## src/sv/ple_pkg.sv

```systemverilog
package ple_pkg;

	localparam int POS_BITS       = 9;
	localparam int WORD_IN_BITS   = 32;
	localparam int FOUND_BITS     = 8;
	localparam int COUNT_OUT_BITS = 9;

	typedef enum logic [2:0] {
		ACT_READ       = 3'd0,
		ACT_WRITE      = 3'd1,
		ACT_INSERT     = 3'd2,
		ACT_REMOVE     = 3'd3,
		ACT_FIND_FIRST = 3'd4,
		ACT_FIND_LAST  = 3'd5
	} action_t;

	typedef enum logic [1:0] {
		ST_OK        = 2'd0,
		ST_RANGE     = 2'd1,
		ST_FULL      = 2'd2,
		ST_NOT_FOUND = 2'd3
	} status_t;

	typedef struct packed {
		action_t                         action;
		logic [POS_BITS-1:0]             position;
		logic signed [WORD_IN_BITS-1:0]  word_in;
	} req_t;

	typedef struct packed {
		logic signed [WORD_IN_BITS-1:0]  word_out;
		logic [FOUND_BITS-1:0]           found_position;
		status_t                         status;
		logic [COUNT_OUT_BITS-1:0]       entry_count;
	} rsp_t;

	typedef enum logic [2:0] {
		S_IDLE,
		S_EXEC,
		S_RMW_WAIT,
		S_INS_SHIFT,
		S_INS_PUT,
		S_REM_SHIFT,
		S_FIND_SCAN,
		S_FINISH
	} state_t;

	// controller -> datapath
	typedef struct packed {
		logic    capture;     // register the incoming request
		logic    issue_rmw;   // read the word at the request position
		logic    ptr_init;    // load the scan pointer for the held action
		logic    step;        // issue one element of the shift or scan
		logic    put_word;    // write the request word at the request position
		logic    note_hit;    // record the compared address as the match
		logic    set_status;
		status_t status;
		logic    finish;      // load the response register, commit count
	} cmd_t;

	// datapath -> controller
	typedef struct packed {
		action_t act;
		logic    range_bad;
		logic    full;
		logic    step_left;
		logic    hit;
		logic    cmp_pending;
		logic    out_free;
	} stat_t;

endpackage

```

## src/sv/ple_ctrl.sv

```systemverilog
module ple_ctrl import ple_pkg::*; (
	input  logic   clk,
	input  logic   arst_n,
	input  logic   req_valid,
	output logic   req_stall,
	input  stat_t  stat,
	output cmd_t   cmd
);

	state_t state_q;
	state_t state_d;

	always_ff @(posedge clk or negedge arst_n) begin
		if (!arst_n) begin
			state_q <= S_IDLE;
		end else begin
			state_q <= state_d;
		end
	end

	always_comb begin
		cmd        = '0;
		cmd.status = ST_OK;
		state_d    = state_q;
		req_stall  = 1'b1;
		case (state_q)
			S_IDLE: begin
				req_stall = 1'b0;
				if (req_valid) begin
					cmd.capture = 1'b1;
					state_d     = S_EXEC;
				end
			end
			S_EXEC: begin
				cmd.set_status = 1'b1;
				case (stat.act)
					ACT_READ, ACT_WRITE: begin
						if (stat.range_bad) begin
							cmd.status = ST_RANGE;
							state_d    = S_FINISH;
						end else begin
							cmd.issue_rmw = 1'b1;
							state_d       = S_RMW_WAIT;
						end
					end
					ACT_REMOVE: begin
						if (stat.range_bad) begin
							cmd.status = ST_RANGE;
							state_d    = S_FINISH;
						end else begin
							cmd.issue_rmw = 1'b1;
							cmd.ptr_init  = 1'b1;
							state_d       = S_REM_SHIFT;
						end
					end
					ACT_INSERT: begin
						if (stat.range_bad) begin
							cmd.status = ST_RANGE;
							state_d    = S_FINISH;
						end else if (stat.full) begin
							cmd.status = ST_FULL;
							state_d    = S_FINISH;
						end else begin
							cmd.ptr_init = 1'b1;
							state_d      = S_INS_SHIFT;
						end
					end
					ACT_FIND_FIRST, ACT_FIND_LAST: begin
						cmd.ptr_init = 1'b1;
						state_d      = S_FIND_SCAN;
					end
					default: begin
						state_d = S_FINISH;
					end
				endcase
			end
			S_RMW_WAIT: begin
				if (stat.act == ACT_WRITE) begin
					cmd.put_word = 1'b1;
				end
				state_d = S_FINISH;
			end
			S_INS_SHIFT: begin
				// last cycle issues nothing so the pending move drains
				if (stat.step_left) begin
					cmd.step = 1'b1;
				end else begin
					state_d = S_INS_PUT;
				end
			end
			S_INS_PUT: begin
				cmd.put_word = 1'b1;
				state_d      = S_FINISH;
			end
			S_REM_SHIFT: begin
				if (stat.step_left) begin
					cmd.step = 1'b1;
				end else begin
					state_d = S_FINISH;
				end
			end
			S_FIND_SCAN: begin
				if (stat.hit) begin
					cmd.note_hit = 1'b1;
					state_d      = S_FINISH;
				end else if (stat.step_left) begin
					cmd.step = 1'b1;
				end else if (!stat.cmp_pending) begin
					cmd.set_status = 1'b1;
					cmd.status     = ST_NOT_FOUND;
					state_d        = S_FINISH;
				end
			end
			S_FINISH: begin
				if (stat.out_free) begin
					cmd.finish = 1'b1;
					state_d    = S_IDLE;
				end
			end
			default: begin
				state_d = S_IDLE;
			end
		endcase
	end

endmodule

```

## config.mk

```make
export PLATFORM = sky130hd
export DESIGN_NAME = ple_ctrl
export DESIGN_NICKNAME = d
export VERILOG_FILES = /design/src/sv/ple_pkg.sv /design/src/sv/ple_ctrl.sv
export SDC_FILE = /design/constraint.sdc
export NUM_CORES = 1
export LEC_CHECK = 0
export BUFFER_PORTS_ARGS = -buffer_cell sky130_fd_sc_hd__buf_4
export CAP_MARGIN = 20
export CORE_AREA = 2 2 39 41
export DETAILED_ROUTE_END_ITERATION = 16
export DIE_AREA = 0 0 41 43
export GPL_TIMING_DRIVEN = 0
export SLEW_MARGIN = 20
export SYNTH_ARGS = -nofsm -noshare
export SYNTH_HDL_FRONTEND = slang
export SYNTH_SLANG_ARGS = --single-unit
export TNS_END_PERCENT = 5
```

## constraint.sdc

```tcl
create_clock -name clk -period 3.6 [get_ports clk]
set_input_delay 0.18 -clock clk [delete_from_list [all_inputs] [get_ports clk]]
set_output_delay 0.18 -clock clk [all_outputs]
set_load 0.005 [all_outputs]
```

==> results of run 1 <==
[power by group through the flow]
| stage | registers (mW) | logic, mW | clock network (mW) |
|---|---|---|---|
| final | 0.0678 | 0.220 | 0.0600 |
| after global routing | 0.0716 | 0.253 | 0.0662 |
| after CTS | 0.0677 | 0.221 | 0.0616 |
| after detailed placement | 0.0679 | 0.219 | 0 |
| after global placement | 0.0682 | 0.220 | 0 |
| after floorplan | 0.0642 | 0.150 | 0 |
[through the flow]
stage,instances,power [mW]
floorplan,61,0.2139
global placement,99,0.2878
detailed placement,99,0.2874
CTS,104,0.3502
global route,104,0.3909
finish,104,0.3480
[synth_stat cells (all sizes together)]
library cell,number,share of area
nand2,9,0.092
nor2,8,0.076
a21oi,6,0.076
nand3,5,0.063
inv,4,0.038
o21ai,4,0.051
buf,3,0.044
dfrtp,3,0.19
nand2b,3,0.047
a22oi,2,0.038
mux2i,2,0.051
nor2b,2,0.032
nor3,2,0.025
a21o,1,0.019
a31oi,1,0.016
a32o,1,0.025
mux2,1,0.028
nor3b,1,0.019
o22a,1,0.022
o31ai,1,0.019
or3,1,0.028
[cell families (layout without fill, tap and decap cells)]
kind of cell | Yosys count | after routing | synth area share
mux | 3 | 3 | 0.07911
simple gates | 31 | 31 | 0.3829
buf+inv | 7 | 34 | 0.08228
flops | 3 | 3 | 0.1899
compound gates | 17 | 17 | 0.2658
[worst paths after layout]
path / to / startpoint / depth (start not counted) / slack, ps
setup / recovery: cmd[2] / state_q[1] / 5 / 1910
hold / removal: state_q[0] / arst_n / 2 / 270
setup reg to reg: state_q[0] / state_q[1] / 3 / 2250
hold reg to reg: state_q[2] / state_q[2] / 2 / 710
max in group asynchronous: state_q[2] / arst_n / 2 / 3240
min in group clk: state_q[2] / stat[0] / 3 / 310
[final cells by class]
class,count,share of cell area
plain buffers,3,0.02840
inverters,4,0.02434
well taps,16,0.03245
repair buffers,23,0.2840
flip-flops and latches,3,0.1217
multi-input cells,51,0.4665
clock buffers,4,0.04260
[critical path, cell delays in order, from the launching register on]
cell and delay [ps]:
dfrtp_1 410, buf_2 200, nor2_1 180, nand3_1 130, o31ai_1 200, buf_4 140
[layer usage]
metal  GRT usage  vias to the layer above  wire (um)  share of wire
met5           0                        -          0              0
met4     0.08000                        0         15          0.014
met3     0.06283                        3         75          0.068
met2      0.2094                       19        524           0.48
met1      0.2104                      230        481           0.44
li1            -                      267          -              -
==> impl_metrics.csv, run 1 <==
group,metric,value,unit
synthesis,synth_seq_cells,3,
clocking,cts_root_buffer,"clkbuf_4",
clocking,cts_buffers,3,
cells_and_area,final_common_cell,"buf_4",
clocking,post_cts_resized,0,
pwr,clkPwrFrac,0.172,
cells_and_area,nFillCells,131,
critical_path,critical_path.max_fanout,10,
critical_path,critical_path_arrival,1510,ps
routing,ant_nets,0,
synthesis,ys.warnings.count,0,
pwr,swShare,0.4181,
cells_and_area,drive_gt1_frac,0.3523,
floorplan,coreArea,1384,um2
pwr,p_int,0.2025,mW
routing,drt_iter0_markers,32,
sta,rsz0062_at_grt,"false",
floorplan,fp-row-count,14,
clocking,cts_max_level,1,
pwr,vdd_drop_max,285.3,uV
sta,period_minus_slack,1692,ps
routing,wl_per_cell,10.56,um
global_routing,grt-ovfl-total,0,
routing,drc,0,
job,max-cap-violations,0,
pwr,p_sw,0.1455,mW
cells_and_area,largest_reg_flops,3,
pwr,power_frac_comb,0.633,
pwr,seqPwrFrac,0.195,
cells_and_area,finish.net_count,101,
global_routing,antenna_found_initial,0,
clocking,clock-sinks,3,
cells_and_area,reg_top3,"state_q (3)",
placed_design,io_buffers,22,
sta,hold_viol_final,0,
synthesis,avgSynthCellArea,6.482,um2
sta,tns,0,ps
routing,viasPerCell,4.990,
critical_path,endpoint_kind,"primary output",
critical_path,critPathKind,"reg -> out",
floorplan,io_pins,23,
clocking,postCtsHoldBufs,1,
cells_and_area,top_register,"state_q",
routing,vias,519,
cells_and_area,regArea,75.07,um2
floorplan,initial_utilization,0.2857,
sta,drv_slew,0,
clocking,clk_latency,240,ps
floorplan,die_y,43,um
pwr,p_leak,0.3069,nW
floorplan,dieArea,1763,um2
placed_design,place_congestion,0.7704,
sta,holdWs,266.9,ps
routing,drt-pass1-iter-count,5,
pwr,p_per_area,564.1,nW/um2
synthesis,yosys.cell_types.count,23,
sta,tightest_slew,233.4,ps
cells_and_area,area_delta_synth_final,56.01,%
cells_and_area,insertedDiodeCount,0,
global_routing,grt_pass1_wl,1876,um
cells_and_area,final_cell_mix,"buf_4, nor2_1, nand2_1, a21oi_1, nand3_1",
cells_and_area,utilization,0.4458,
routing,wirelength,1098,um
placed_design,dpl.hpwl,820.6,um
synthesis,mappedNetlistArea,395.4,um2
sta,setup_viol,0,
clocking,clkTransAtPathRegs,40,ps
clocking,cts_tree,"built",
cells_and_area,design_area,616.8,um2
sta,period_share,0.4699,
sta,clock.fmax,0.5912,GHz
critical_path,startpoint_type,"flip-flop",
sta,relSlewSlack,0.8432,
critical_path,cp.required,3420,ps
clocking,cts_buffer_depth,2,
cells_and_area,multi_input_area,287.8,um2
min_path,min_path_type,"in -> async",
clocking,post_cts_buffers,0,
placed_design,placed_cell_area,580.6,um2
sta,skew,2.043,ps
global_routing,grt_max_degree,11,
synthesis,synthesis.nets,73,
floorplan,fp.dieW,41,um
placed_design,dp_slack,2166,ps
global_routing,grtUsageTotal,0.1569,
global_routing,grt_pass1_vias,435,
sta,worst_slack,1908,ps
status,status,"complete, no violations",
synthesis,synth_cells,61,
synthesis,seq_area_frac_synth,0.1899,
(Power assumes the default switching activity.)
==> inputs of run 2 (changes only) <==
- clock period: 3.6 -> 1.5 ns (I/O delays scaled with it)
==> run 2 against run 1 <==
Against the previous run: the run now ends with setup timing left; sequential power rose to 2.7 times the previous value; critical path depth stayed put; largest cell class unchanged; register-to-register slack worse by 2100 ps; utilization rose by 5.8 points; combinational power rose to 3.1 times the previous value; global-route usage up 0.91 points; critical path type unchanged.
==> impl_metrics.csv, run 2 (synthesis results as in run 1) <==
group,metric,value,unit
global_routing,top_usage_layer,"met2",
cells_and_area,top_register,"state_q",
sta,setup_viol,1,
clocking,clk_latency,240,ps
cells_and_area,reg_top3,"state_q (3)",
global_routing,use_met2,0.2469,
critical_path,cpMaxStageDelayCell,"dfrtp_2",
cells_and_area,final_common_cell,"buf_4",
global_routing,grt_pass1_vias,457,
cells_and_area,final_cells,108,
floorplan,io_pins,23,
global_routing,grt_pass1_wl,1966,um
cells_and_area,largest_reg_flops,3,
global_routing,use_met1,0.2006,
routing,vias,544,
clocking,cts_buffers,3,
cells_and_area,utilization,0.5036,
clocking,cts_buffer_depth,2,
sta,hold_viol_final,0,
cells_and_area,finish.net_count,105,
placed_design,io_buffers,22,
sta,period_minus_slack,1501,ps
global_routing,grt_max_degree,11,
cells_and_area,design_area,696.9,um2
placed_design,place_inst,99,
global_routing,grt-ovfl-total,0,
placed_design,dpl.hpwl,820.6,um
status,violations,"setup timing",
pwr,power_frac_comb,0.673,
cells_and_area,drive_gt1_frac,0.4565,
cells_and_area,area_delta_synth_final,76.27,%
pwr,p_leak,0.3369,nW
sta,worst_slack,-1.098,ps
floorplan,fp.dieW,41,um
global_routing,grt.met3_usage,0.06283,
sta,rsz0062_at_grt,"true",
floorplan,coreArea,1384,um2
placed_design,placed_cell_area,580.6,um2
job,max-cap-violations,0,
routing,wirelength,1281,um
cells_and_area,multi_input_area,319.1,um2
placed_design,place_congestion,0.7704,
pwr,clkPwrFrac,0.145,
status,status,"finished, violations left",
critical_path,endpoint_kind,"primary output",
clocking,cts_root_buffer,"clkbuf_4",
clocking,clock-sinks,3,
pwr,seqPwrFrac,0.182,
critical_path,critical_path_arrival,1430,ps
routing,wl_per_cell,11.86,um
critical_path,cp.required,1420,ps
cells_and_area,insertedDiodeCount,0,
sta,holdWs,161.8,ps
placed_design,dp_slack,168.8,ps
routing,drc,0,
routing,ant_nets,0,
pwr,p_int,0.5887,mW
critical_path,startpoint_type,"flip-flop",
critical_path,critPathKind,"reg -> out",
cells_and_area,regArea,77.57,um2
critical_path,critical_path.max_fanout,5,
pwr,total_power,1.009,mW
global_routing,grtUsageTotal,0.1660,
clocking,clkTransAtPathRegs,40,ps
pwr,p_per_area,1447,nW/um2
critical_path,crit_chain,"buf_8, nor2_4, nand3_2, o31ai_2, buf_4",
sta,drv_slew,0,
floorplan,die_y,43,um
critical_path,slowest_delay,440,ps
sta,tns,-1.098,ps
floorplan,dieArea,1763,um2
sta,period_share,1.001,
floorplan,fp-row-count,14,
routing,drt_iter0_markers,18,
pwr,p_sw,0.4199,mW
sta,skew,2.294,ps
sta,clock.fmax,0.6662,GHz
cells_and_area,final_cell_mix,"buf_4, nand2_1, nor2_1, a21oi_1",
min_path,min_path_type,"in -> async",
routing,drt-pass1-iter-count,4,
sta,relSlewSlack,0.8506,
floorplan,initial_utilization,0.2857,
pwr,swShare,0.4163,
sta,tightest_slew,223.2,ps
global_routing,antenna_found_initial,0,
routing,viasPerCell,5.037,
clocking,cts_tree,"built",
pwr,vdd_drop_max,714.7,uV
cells_and_area,nFillCells,122,
clocking,cts_max_level,1,
[run 2: cell count changes in the layout (fill, tap and decap cells not counted), sizes merged]
cell / change
buf: +3
clkbuf: +1
[run 2: timing repair]
action,CTS,global route
setup endpoints to repair,2,6
pin swaps,0,2
hold buffers,1,0
hold endpoints to repair,3,0
gates resized for setup,4,11
setup buffers,0,4
[run 2: layout make-up]
cell class / count / area share
Buffer: 3 / 0.04847
Timing Repair Buffer: 27 / 0.2944
Clock buffer: 4 / 0.03770
Multi-Input combinational cell: 51 / 0.4578
Inverter: 4 / 0.02154
Sequential cell: 3 / 0.1113
Tap cell: 16 / 0.02873
[run 2: critical path: cells and delay by family (launching register included)]
kind,cells,cell delay [ps]
buffers and inverters,2,290
AND/OR/NAND/NOR,2,200
AO/OA/AOI/OAI,1,270
flip-flops,1,440
[run 2: power groups by stage]
stage / combinational [mW] / clock, mW / sequential [mW]
final: 0.679 / 0.146 / 0.184
after global routing: 0.755 / 0.159 / 0.192
after CTS: 0.556 / 0.148 / 0.167
after detailed placement: 0.527 / 0 / 0.163
after global placement: 0.527 / 0 / 0.164
after floorplan: 0.359 / 0 / 0.154
[run 2: worst paths after layout]
kind	depth (start not counted)	to	slack, ps	startpoint
setup / recovery	5	cmd[2]	-1	state_q[1]
hold / removal	2	state_q[0]	160	arst_n
setup reg to reg	3	state_q[0]	130	state_q[1]
hold reg to reg	2	state_q[2]	680	state_q[2]
max in group asynchronous	2	state_q[1]	1230	arst_n
min in group clk	3	state_q[2]	200	stat[0]
[run 2: layer usage]
metal  part of all wire  up-vias  wire length [um]
met3              0.084        2               108
met5                  0        -                 0
li1                   -      275                 -
met4              0.012        0                16
met1               0.40      247               507
met2               0.51       20               650
